===== config.mk =====
export PLATFORM = sky130hd
export DESIGN_NAME = dirty_card_bitmap_tracker
export DESIGN_NICKNAME = d
export VERILOG_FILES = /design/src/rtl/core/dcbt_pkg.sv /design/src/rtl/core/dcbt_card_ram.sv /design/src/rtl/core/dcbt_out_reg.sv /design/src/rtl/core/dcbt_ctrl.sv /design/src/rtl/core/dirty_card_bitmap_tracker.sv
export SDC_FILE = /design/constraint.sdc
export NUM_CORES = 1
export LEC_CHECK = 0
export BUFFER_PORTS_ARGS = -buffer_cell sky130_fd_sc_hd__buf_2
export CAP_MARGIN = 20
export CORE_MARGIN = 3
export CORE_UTILIZATION = 50
export DETAILED_ROUTE_END_ITERATION = 16
export GPL_ROUTABILITY_DRIVEN = 0
export MAX_ROUTING_LAYER = met4
export PLACE_DENSITY = 0.66
export SLEW_MARGIN = 10
export SYNTH_ARGS = -nofsm -noshare
export SYNTH_HDL_FRONTEND = slang
export SYNTH_HIERARCHICAL = 1
export SYNTH_SLANG_ARGS = --single-unit
export TNS_END_PERCENT = 50

===== constraint.sdc =====
create_clock -name clk_i -period 5.4 [get_ports clk_i]
set_input_delay 0.54 -clock clk_i [delete_from_list [all_inputs] [get_ports clk_i]]
set_output_delay 0.54 -clock clk_i [all_outputs]
set_load 0.02 [all_outputs]

===== src/rtl/core/dcbt_pkg.sv =====
// Shared constants and types for the dirty card bitmap tracker.
package dcbt_pkg;

  localparam int unsigned MAX_ELEMENTS = 512;
  localparam int unsigned CARD_BYTES   = (MAX_ELEMENTS + 7) / 8;
  localparam int unsigned CARD_AW      = (CARD_BYTES > 1) ? $clog2(CARD_BYTES) : 1;
  localparam int unsigned RANGE_W      = $clog2(CARD_BYTES + 1);

  localparam int unsigned IDX_W  = 9;
  localparam int unsigned CNT_W  = 10;
  localparam int unsigned BASE_W = 9;
  localparam int unsigned MASK_W = 8;

  typedef struct packed {
    logic [BASE_W-1:0] group_base;
    logic [MASK_W-1:0] group_mask;
    logic              last;
    logic              card_marked;
    logic              newly_remembered;
  } res_t;

  typedef struct packed {
    logic               rd_en;
    logic               wr_en;
    logic [CARD_AW-1:0] addr;
    logic [MASK_W-1:0]  wdata;
  } ram_req_t;

endpackage


===== src/rtl/core/dcbt_card_ram.sv =====
// Single-port card bitmap memory, one byte per card, registered read.
module dcbt_card_ram (
  input  logic                      clk_i,
  input  dcbt_pkg::ram_req_t        req_i,
  output logic [dcbt_pkg::MASK_W-1:0] rdata_o
);
  import dcbt_pkg::*;

  logic [MASK_W-1:0] mem [CARD_BYTES];
  logic [MASK_W-1:0] rdata_q;

  always_ff @(posedge clk_i) begin
    if (req_i.wr_en) begin
      mem[req_i.addr] <= req_i.wdata;
    end
    if (req_i.rd_en) begin
      rdata_q <= mem[req_i.addr];
    end
  end

  assign rdata_o = rdata_q;

endmodule


===== src/rtl/core/dcbt_out_reg.sv =====
// One-entry result register between the sequencer and the output channel.
module dcbt_out_reg (
  input  logic           clk_i,
  input  logic           rst_ni,
  input  logic           push_i,
  input  dcbt_pkg::res_t res_i,
  output logic           free_o,
  output logic           out_valid_o,
  input  logic           out_ready_i,
  output dcbt_pkg::res_t res_o
);
  import dcbt_pkg::*;

  logic valid_q, valid_d;
  res_t data_q;

  assign free_o = !valid_q || out_ready_i;

  always_comb begin
    valid_d = valid_q;
    if (push_i && free_o) begin
      valid_d = 1'b1;
    end else if (out_ready_i) begin
      valid_d = 1'b0;
    end
  end

  always_ff @(posedge clk_i or negedge rst_ni) begin
    if (!rst_ni) begin
      valid_q <= 1'b0;
    end else begin
      valid_q <= valid_d;
    end
  end

  always_ff @(posedge clk_i) begin
    if (push_i && free_o) begin
      data_q <= res_i;
    end
  end

  assign out_valid_o = valid_q;
  assign res_o       = data_q;

endmodule


===== src/rtl/core/dcbt_ctrl.sv =====
// Sequencer: barrier read-modify-write, dirty range walk, range and flag state.
module dcbt_ctrl (
  input  logic                       clk_i,
  input  logic                       rst_ni,
  input  logic                       cfg_we_i,
  input  logic                       cfg_wdata_i,
  input  logic                       in_valid_i,
  output logic                       in_ready_o,
  input  logic                       func_i,
  input  logic [dcbt_pkg::IDX_W-1:0] element_index_i,
  input  logic                       container_young_i,
  input  logic                       value_young_i,
  input  logic                       rescan_all_i,
  input  logic [dcbt_pkg::CNT_W-1:0] element_count_i,
  output dcbt_pkg::ram_req_t         ram_req_o,
  input  logic [dcbt_pkg::MASK_W-1:0] ram_rdata_i,
  output logic                       res_push_o,
  output dcbt_pkg::res_t             res_o,
  input  logic                       res_free_i
);
  import dcbt_pkg::*;

  typedef enum logic [4:0] {
    ST_IDLE  = 5'b00001,
    ST_BAR   = 5'b00010,
    ST_RD    = 5'b00100,
    ST_EV    = 5'b01000,
    ST_FLUSH = 5'b10000
  } state_e;

  // Element bits of card byte b that lie below count.
  function automatic logic [MASK_W-1:0] below_mask(input logic [RANGE_W-1:0] b,
                                                   input logic [CNT_W-1:0]   cnt);
    logic [CNT_W+1:0] start;
    logic [CNT_W+1:0] cnt_x;
    logic [2:0]       d;
    start = (CNT_W+2)'(b) << 3;
    cnt_x = (CNT_W+2)'(cnt);
    d     = 3'(cnt_x - start);
    if (cnt_x >= start + (CNT_W+2)'(8)) begin
      below_mask = '1;
    end else if (cnt_x <= start) begin
      below_mask = '0;
    end else begin
      below_mask = (MASK_W'(1) << d) - MASK_W'(1);
    end
  endfunction

  state_e              state_q, state_d;
  logic                cfg_q;
  logic                rem_q, rem_d;
  logic [RANGE_W-1:0]  low_q, low_d;
  logic [RANGE_W-1:0]  high_q, high_d;
  logic [CARD_BYTES-1:0] vld_q, vld_d;
  logic [IDX_W-1:0]    idx_q, idx_d;
  logic                mark_q, mark_d;
  logic                all_q, all_d;
  logic [CNT_W-1:0]    cnt_q, cnt_d;
  logic [RANGE_W-1:0]  scan_b_q, scan_b_d;
  logic [RANGE_W-1:0]  scan_end_q, scan_end_d;
  logic                pend_v_q, pend_v_d;
  logic [BASE_W-1:0]   pend_base_q, pend_base_d;
  logic [MASK_W-1:0]   pend_mask_q, pend_mask_d;

  logic               accept;
  logic               mark_in;
  logic [CNT_W-1:0]   cnt_sat;
  logic [RANGE_W-1:0] groups;
  logic [CARD_AW-1:0] bar_byte;
  logic [RANGE_W-1:0] bar_byte_r;
  logic [MASK_W-1:0]  bar_bit;
  logic [MASK_W-1:0]  bar_old;
  logic [CARD_AW-1:0] scan_addr;
  logic [MASK_W-1:0]  scan_byte;
  logic [MASK_W-1:0]  scan_mask;
  logic [BASE_W-1:0]  scan_base;

  assign in_ready_o = (state_q == ST_IDLE);
  assign accept     = in_valid_i && in_ready_o;

  assign mark_in = cfg_q && !container_young_i && value_young_i &&
                   (CNT_W'(element_index_i) < CNT_W'(MAX_ELEMENTS));
  assign cnt_sat = (element_count_i > CNT_W'(MAX_ELEMENTS)) ? CNT_W'(MAX_ELEMENTS)
                                                            : element_count_i;
  assign groups  = RANGE_W'(((CNT_W+1)'(cnt_sat) + (CNT_W+1)'(7)) >> 3);

  assign bar_byte   = CARD_AW'(idx_q >> 3);
  assign bar_byte_r = RANGE_W'(idx_q >> 3);
  assign bar_bit    = MASK_W'(1) << idx_q[2:0];
  assign bar_old    = vld_q[bar_byte] ? ram_rdata_i : '0;

  assign scan_addr = scan_b_q[CARD_AW-1:0];
  assign scan_byte = all_q ? '1 : (vld_q[scan_addr] ? ram_rdata_i : '0);
  assign scan_mask = scan_byte & below_mask(scan_b_q, cnt_q);
  assign scan_base = BASE_W'({scan_b_q, 3'b000});

  always_comb begin
    state_d     = state_q;
    rem_d       = rem_q;
    low_d       = low_q;
    high_d      = high_q;
    vld_d       = vld_q;
    idx_d       = idx_q;
    mark_d      = mark_q;
    all_d       = all_q;
    cnt_d       = cnt_q;
    scan_b_d    = scan_b_q;
    scan_end_d  = scan_end_q;
    pend_v_d    = pend_v_q;
    pend_base_d = pend_base_q;
    pend_mask_d = pend_mask_q;
    ram_req_o   = '0;
    res_push_o  = 1'b0;
    res_o       = '0;

    unique case (state_q)
      ST_IDLE: begin
        if (accept) begin
          if (!func_i) begin
            idx_d           = element_index_i;
            mark_d          = mark_in;
            ram_req_o.rd_en = mark_in;
            ram_req_o.addr  = CARD_AW'(element_index_i >> 3);
            state_d         = ST_BAR;
          end else begin
            all_d    = rescan_all_i;
            cnt_d    = cnt_sat;
            pend_v_d = 1'b0;
            if (rescan_all_i) begin
              scan_b_d   = '0;
              scan_end_d = groups;
              state_d    = (groups != '0) ? ST_RD : ST_FLUSH;
            end else begin
              scan_b_d   = low_q;
              scan_end_d = high_q;
              state_d    = (low_q < high_q) ? ST_RD : ST_FLUSH;
            end
          end
        end
      end

      ST_BAR: begin
        if (res_free_i) begin
          res_push_o             = 1'b1;
          res_o.group_base       = idx_q & ~BASE_W'(7);
          res_o.group_mask       = mark_q ? bar_bit : '0;
          res_o.last             = 1'b1;
          res_o.card_marked      = mark_q;
          res_o.newly_remembered = mark_q && !rem_q;
          if (mark_q) begin
            ram_req_o.wr_en  = 1'b1;
            ram_req_o.addr   = bar_byte;
            ram_req_o.wdata  = bar_old | bar_bit;
            vld_d[bar_byte]  = 1'b1;
            rem_d            = 1'b1;
            if (bar_byte_r < low_q) begin
              low_d = bar_byte_r;
            end
            if (bar_byte_r + RANGE_W'(1) > high_q) begin
              high_d = bar_byte_r + RANGE_W'(1);
            end
          end
          state_d = ST_IDLE;
        end
      end

      ST_RD: begin
        ram_req_o.rd_en = !all_q;
        ram_req_o.addr  = scan_addr;
        state_d         = ST_EV;
      end

      ST_EV: begin
        // A found group waits in the pending slot until the next one shows
        // whether it is the final group.
        if (scan_mask == '0 || !pend_v_q || res_free_i) begin
          if (scan_mask != '0) begin
            if (pend_v_q) begin
              res_push_o       = 1'b1;
              res_o.group_base = pend_base_q;
              res_o.group_mask = pend_mask_q;
            end
            pend_v_d    = 1'b1;
            pend_base_d = scan_base;
            pend_mask_d = scan_mask;
          end
          scan_b_d = scan_b_q + RANGE_W'(1);
          state_d  = (scan_b_q + RANGE_W'(1) == scan_end_q) ? ST_FLUSH : ST_RD;
        end
      end

      ST_FLUSH: begin
        if (res_free_i) begin
          res_push_o       = 1'b1;
          res_o.group_base = pend_v_q ? pend_base_q : '0;
          res_o.group_mask = pend_v_q ? pend_mask_q : '0;
          res_o.last       = 1'b1;
          // Every nonzero byte lies inside the dirty range, so dropping all
          // valid bits clears exactly that range.
          vld_d   = '0;
          low_d   = RANGE_W'(CARD_BYTES);
          high_d  = '0;
          state_d = ST_IDLE;
        end
      end

      default: begin
        state_d = ST_IDLE;
      end
    endcase
  end

  always_ff @(posedge clk_i or negedge rst_ni) begin
    if (!rst_ni) begin
      state_q  <= ST_IDLE;
      cfg_q    <= 1'b0;
      rem_q    <= 1'b0;
      low_q    <= RANGE_W'(CARD_BYTES);
      high_q   <= '0;
      vld_q    <= '0;
      pend_v_q <= 1'b0;
    end else begin
      state_q  <= state_d;
      rem_q    <= rem_d;
      low_q    <= low_d;
      high_q   <= high_d;
      vld_q    <= vld_d;
      pend_v_q <= pend_v_d;
      if (cfg_we_i) begin
        cfg_q <= cfg_wdata_i;
      end
    end
  end

  always_ff @(posedge clk_i) begin
    idx_q       <= idx_d;
    mark_q      <= mark_d;
    all_q       <= all_d;
    cnt_q       <= cnt_d;
    scan_b_q    <= scan_b_d;
    scan_end_q  <= scan_end_d;
    pend_base_q <= pend_base_d;
    pend_mask_q <= pend_mask_d;
  end

endmodule


===== src/rtl/core/dirty_card_bitmap_tracker.sv =====
// Top level of the dirty card bitmap tracker: card-marking barrier and rescan.
//
//   Channel  Direction  Handshake               Contents
//   cfg      in         cfg_we_i                collections_started (cfg_wdata_i)
//   in       in         in_valid_i / in_ready_o barrier or rescan request
//   out      out        out_valid_o / out_ready_i one group per transaction
//
// A marking barrier reads the card byte from the bitmap RAM, then ORs in the
// element bit and writes the byte back as the result loads. A rescan walks
// the card bytes, each through a RAM read state and then an evaluate state,
// and ends with a flush state that issues the final group; the walk covers
// the dirty byte range, or ceil(count/8) bytes in all-mode.
// Reset clears the per-byte valid bits at once, so no clearing pass is needed;
// a byte whose valid bit is low reads as zero. The output register lets a new
// transaction be taken while a result waits. A barrier result or the final
// group waits in place while the output register is full and not draining;
// the walk also stalls when a second group is found while it is still full.
module dirty_card_bitmap_tracker (
  input  logic                        clk_i,
  input  logic                        rst_ni,
  input  logic                        cfg_we_i,
  input  logic                        cfg_wdata_i,
  input  logic                        in_valid_i,
  output logic                        in_ready_o,
  input  logic                        func_i,
  input  logic [dcbt_pkg::IDX_W-1:0]  element_index_i,
  input  logic                        container_young_i,
  input  logic                        value_young_i,
  input  logic                        rescan_all_i,
  input  logic [dcbt_pkg::CNT_W-1:0]  element_count_i,
  output logic                        out_valid_o,
  input  logic                        out_ready_i,
  output logic [dcbt_pkg::BASE_W-1:0] group_base_o,
  output logic [dcbt_pkg::MASK_W-1:0] group_mask_o,
  output logic                        last_o,
  output logic                        card_marked_o,
  output logic                        newly_remembered_o
);
  import dcbt_pkg::*;

  ram_req_t          ram_req;
  logic [MASK_W-1:0] ram_rdata;
  logic              res_push;
  logic              res_free;
  res_t              res_new;
  res_t              res_out;

  dcbt_ctrl u_ctrl (
    .clk_i             (clk_i),
    .rst_ni            (rst_ni),
    .cfg_we_i          (cfg_we_i),
    .cfg_wdata_i       (cfg_wdata_i),
    .in_valid_i        (in_valid_i),
    .in_ready_o        (in_ready_o),
    .func_i            (func_i),
    .element_index_i   (element_index_i),
    .container_young_i (container_young_i),
    .value_young_i     (value_young_i),
    .rescan_all_i      (rescan_all_i),
    .element_count_i   (element_count_i),
    .ram_req_o         (ram_req),
    .ram_rdata_i       (ram_rdata),
    .res_push_o        (res_push),
    .res_o             (res_new),
    .res_free_i        (res_free)
  );

  // Card bitmap: one byte per 8 elements.
  dcbt_card_ram u_ram (
    .clk_i   (clk_i),
    .req_i   (ram_req),
    .rdata_o (ram_rdata)
  );

  dcbt_out_reg u_out (
    .clk_i       (clk_i),
    .rst_ni      (rst_ni),
    .push_i      (res_push),
    .res_i       (res_new),
    .free_o      (res_free),
    .out_valid_o (out_valid_o),
    .out_ready_i (out_ready_i),
    .res_o       (res_out)
  );

  assign group_base_o       = res_out.group_base;
  assign group_mask_o       = res_out.group_mask;
  assign last_o             = res_out.last;
  assign card_marked_o      = res_out.card_marked;
  assign newly_remembered_o = res_out.newly_remembered;

endmodule


==> impl_metrics.ini <==
[placed_design]
dpl-instance-area_um2 = 30900
portBuffers = 50
dp_hpwl_um = 54000

[clock_tree]
htree_levels = 3
hold_buffers = 1
postCtsSetupBuffers = 0
clk_latency_ns = 0.62
clk_pin_slew_worst_paths_ns = 0.06
post_cts_resize_count = 0
root_buffer = clkbuf_16
cts_buffers = 71
numClockSinks = 676
cts_tree = built
clk_path_buf_depth = 3

[global_route]
track_usage_pct = 27.9
globalRouteMet2Util_pct = 43.1
use_met1_pct = 36.3
use_met3_pct = 4.81
antenna_found_initial = 1
gr-max-usage-layer = met2
grt_pass1_vias = 19100
grt-ovfl-total = 0
grt_pass1_wl_um = 123000
grt_max_degree = 76

[finish]
area_growth_pct = 13.4
fin_area_um2 = 33100
final_nets = 2232
drive_gt1_share_pct = 18.7
n_fill_cell = 4482

[timing]
fin_tns_setup_ns = 0
post-route-period-util_pct = 94.1
slew_headroom_pct = 19.1
fmaxAchievable_mhz = 197
fin_skew_ns = 0.0205
tightest_slew_ns = 1.21
period_minus_slack_ns = 5.08
hold_viol = 0
rsz0062_at_grt = false
final-max-slew-violation-count = 0
finalSetupViolations = 0

[critical_path]
slowest_stage = a222oi_1
worstPathArrival_ns = 5.43
r2r_slack_ns = 0.32
cp-end-kind = flip-flop
start_kind = flip-flop
path_max_fanout = 40
worstSetupPathType = flip-flop to flip-flop
critical-path-max-stage-delay_ns = 0.63
cp.required_ns = 5.75
r2r_cells = 13
crit_chain = or3_1 > nor3b_4 > and2_4 > nand2_4 > inv_2 > a222oi_1 > inv_6 > and2_4 > a221oi_1 > nor2_1 > a221oi_1 > o221ai_1 > or4_1

[synth]
syn_area_um2 = 29200
yosysUniqueCellTypes = 89
ys_ff_latch = 676
synthesis.instances = 2053
avgSynthCellArea_um2 = 14.2
synthFlopType = edfxtp_1
synth_edf_count = 589
ys_seq_area_share_pct = 68.1
synthArstFlopShare_pct = 12.9
ys_warn_count = 6

[power]
powerDensity_nw_per_um2 = 400
ir_drop_mv = 0.295
total_leakage_power_nw = 12.5

[floorplan]
die_y_um = 248
die_w_um = 248
core_area_um2 = 57000
io_pins = 51
rows = 87
die_area_um2 = 61300
start_util_pct = 51.2

[flow_run]
cap_violations = 0

[detailed_routing]
vias = 19400
drtPass1Iterations = 8
routedWlPerCell_um = 27.7
drcViolationCount = 0
drt-total-wl_um = 82500
post_drt_via_cell_ratio = 6.50
first_iter_violations = 2474
ant_nets = 0

[status]
outcome = finished, final reports clean

[hold_path]
min_delay_path_depth = 1
hp-class = input port to flip-flop
[stage by stage]
stage / power, W / setup WS, ns / util, % / instances / hold slack [ns]
3_3_place_gp: 0.00852 / 0.550 / 54.1 / 2851 / 0.444
5_1_grt: 0.0137 / 0.164 / 58.0 / 2978 / 0.0904
3_5_place_dp: 0.00856 / 0.469 / 54.1 / 2851 / 0.448
6_report: 0.0132 / 0.320 / 58.0 / 2978 / 0.106
4_1_cts: 0.0133 / 0.427 / 58.0 / 2977 / 0.0809
2_1_floorplan: 0.00772 / 1.05 / - / 2055 / 0.244
[state kept, by name (all words and copies together) (netlist names)]
name / count
u_ctrl/pend_base_q: 6
u_ctrl/pend_v_q: 1
u_ctrl/scan_end_q: 7
u_ctrl/rem_q: 1
u_ctrl/cfg_q: 1
u_ctrl/high_q: 7
u_ctrl/all_q: 1
u_ctrl/cnt_q: 10
u_out/res_o: 20
u_ram/rdata_o: 8
u_ctrl/mark_q: 1
u_ctrl/scan_b_q: 7
u_ctrl/vld_q: 64
u_ctrl/low_q: 7
u_out/out_valid_o: 1
u_ctrl/pend_mask_q: 8
u_ctrl/state_q: 5
u_ram/mem: 512
u_ctrl/idx_q: 9
[path summary, 6_finish.rpt]
path | from | end
worst max-delay path | u_ctrl/state_q[0] | u_ram/rdata_o[0]
worst min-delay path | element_index_i[2] | u_ctrl/idx_q[2]
worst max register to register | u_ctrl/state_q[0] | u_ram/rdata_o[0]
worst min register to register | u_ctrl/rem_q | u_ctrl/rem_q
max in group asynchronous | rst_ni | u_ctrl/vld_q[36]
min in group asynchronous | rst_ni | u_ctrl/state_q[4]
[final cells by class]
class | count | area [um2] | area share [%]
inverter | 38 | 150 | 0.454
clock inverter | 36 | 360 | 1.09
timing repair buffer | 192 | 1420 | 4.30
clock buffer | 89 | 1860 | 5.63
tap | 756 | 946 | 2.86
sequential | 676 | 19900 | 60.0
multi-input combinational | 1190 | 8480 | 25.6
antenna | 1 | 2.50 | 0.00756
[routing by layer]
metal	share of wire, %	routed length, um
met1	38	31600
met3	9.7	7980
met4	5.0	4100
met5	0	0
met2	47	38800
[where the power goes]
part / switching [W] / internal, W
registers: 0.000185 / 0.00588
clock network: 0.00202 / 0.00270
logic: 0.00164 / 0.000825
total: 0.00384 / 0.00941
[Yosys cell counts, types with 9 or more instances]
master,number,area share [%]
nand3_1,25,0.43
buf_1,10,0.13
nor3_1,29,0.50
mux2_2,38,1.5
a221oi_1,74,2.2
a22oi_1,79,2.0
ha_1,34,1.5
edfxtp_1,589,61
nand3b_1,10,0.26
a21o_1,19,0.49
xor2_1,9,0.27
nand2_1,53,0.68
a31oi_1,24,0.51
o21ai_0,67,1.1
a31o_1,9,0.27
mux4_2,24,1.9
buf_6,10,0.39
a211oi_1,9,0.23
nand2b_1,17,0.36
a21oi_1,138,2.4
buf_4,13,0.33
xnor2_1,12,0.36
a22o_1,27,0.81
nor2_1,198,2.5
and3_1,18,0.39
or2_2,9,0.19
inv_1,36,0.46
mux2i_1,45,1.5
o22ai_1,28,0.60
dfrtp_1,85,7.3
clkbuf_1,66,0.85
nor3b_1,11,0.28
o221ai_1,11,0.33
buf_2,52,0.89
nor2b_1,34,0.73
[cell families (layout without fill, tap and decap cells)]
kind of cell / count (synthesis) / in the layout / synth area share, %
other: 1 / 4 / 0.0128
DFF: 676 / 676 / 68.1
muxes: 116 / 116 / 5.43
and+or+nand+nor: 457 / 457 / 7.83
xor gates and xnor gates: 21 / 21 / 0.630
adders and majority gates: 34 / 34 / 1.46
buffers and inverters: 189 / 355 / 3.08
AOI/OAI and AO/OA: 559 / 559 / 13.5
[worst max-delay path, delay by kind of cell (launching register included)]
kind,cells,cell delay (ns)
AOI/OAI and AO/OA,4,1.82
DFF,1,0.54
buffers and inverters,2,0.49
and+or+nand+nor,7,1.90
[layout by cell type (no fill, tap or decap), types with 16 or more instances in the layout]
cell type  instances
mux2i_1           45
dfrtp_1           85
nand2_1           53
nand3_1           25
mux4_2            24
o22ai_1           28
buf_4            134
nor2_1           196
a22o_1            27
nor2b_1           30
a21oi_1          138
and3_1            18
a31oi_1           24
a221oi_1          74
inv_1             33
mux2_2            38
o21ai_0           67
clkbuf_1          16
nand2b_1          17
ha_1              34
edfxtp_1         589
nor3_1            29
a22oi_1           79
buf_2             49
clkbuf_16         71
No activity file was read; power rests on OpenSTA's default activity.
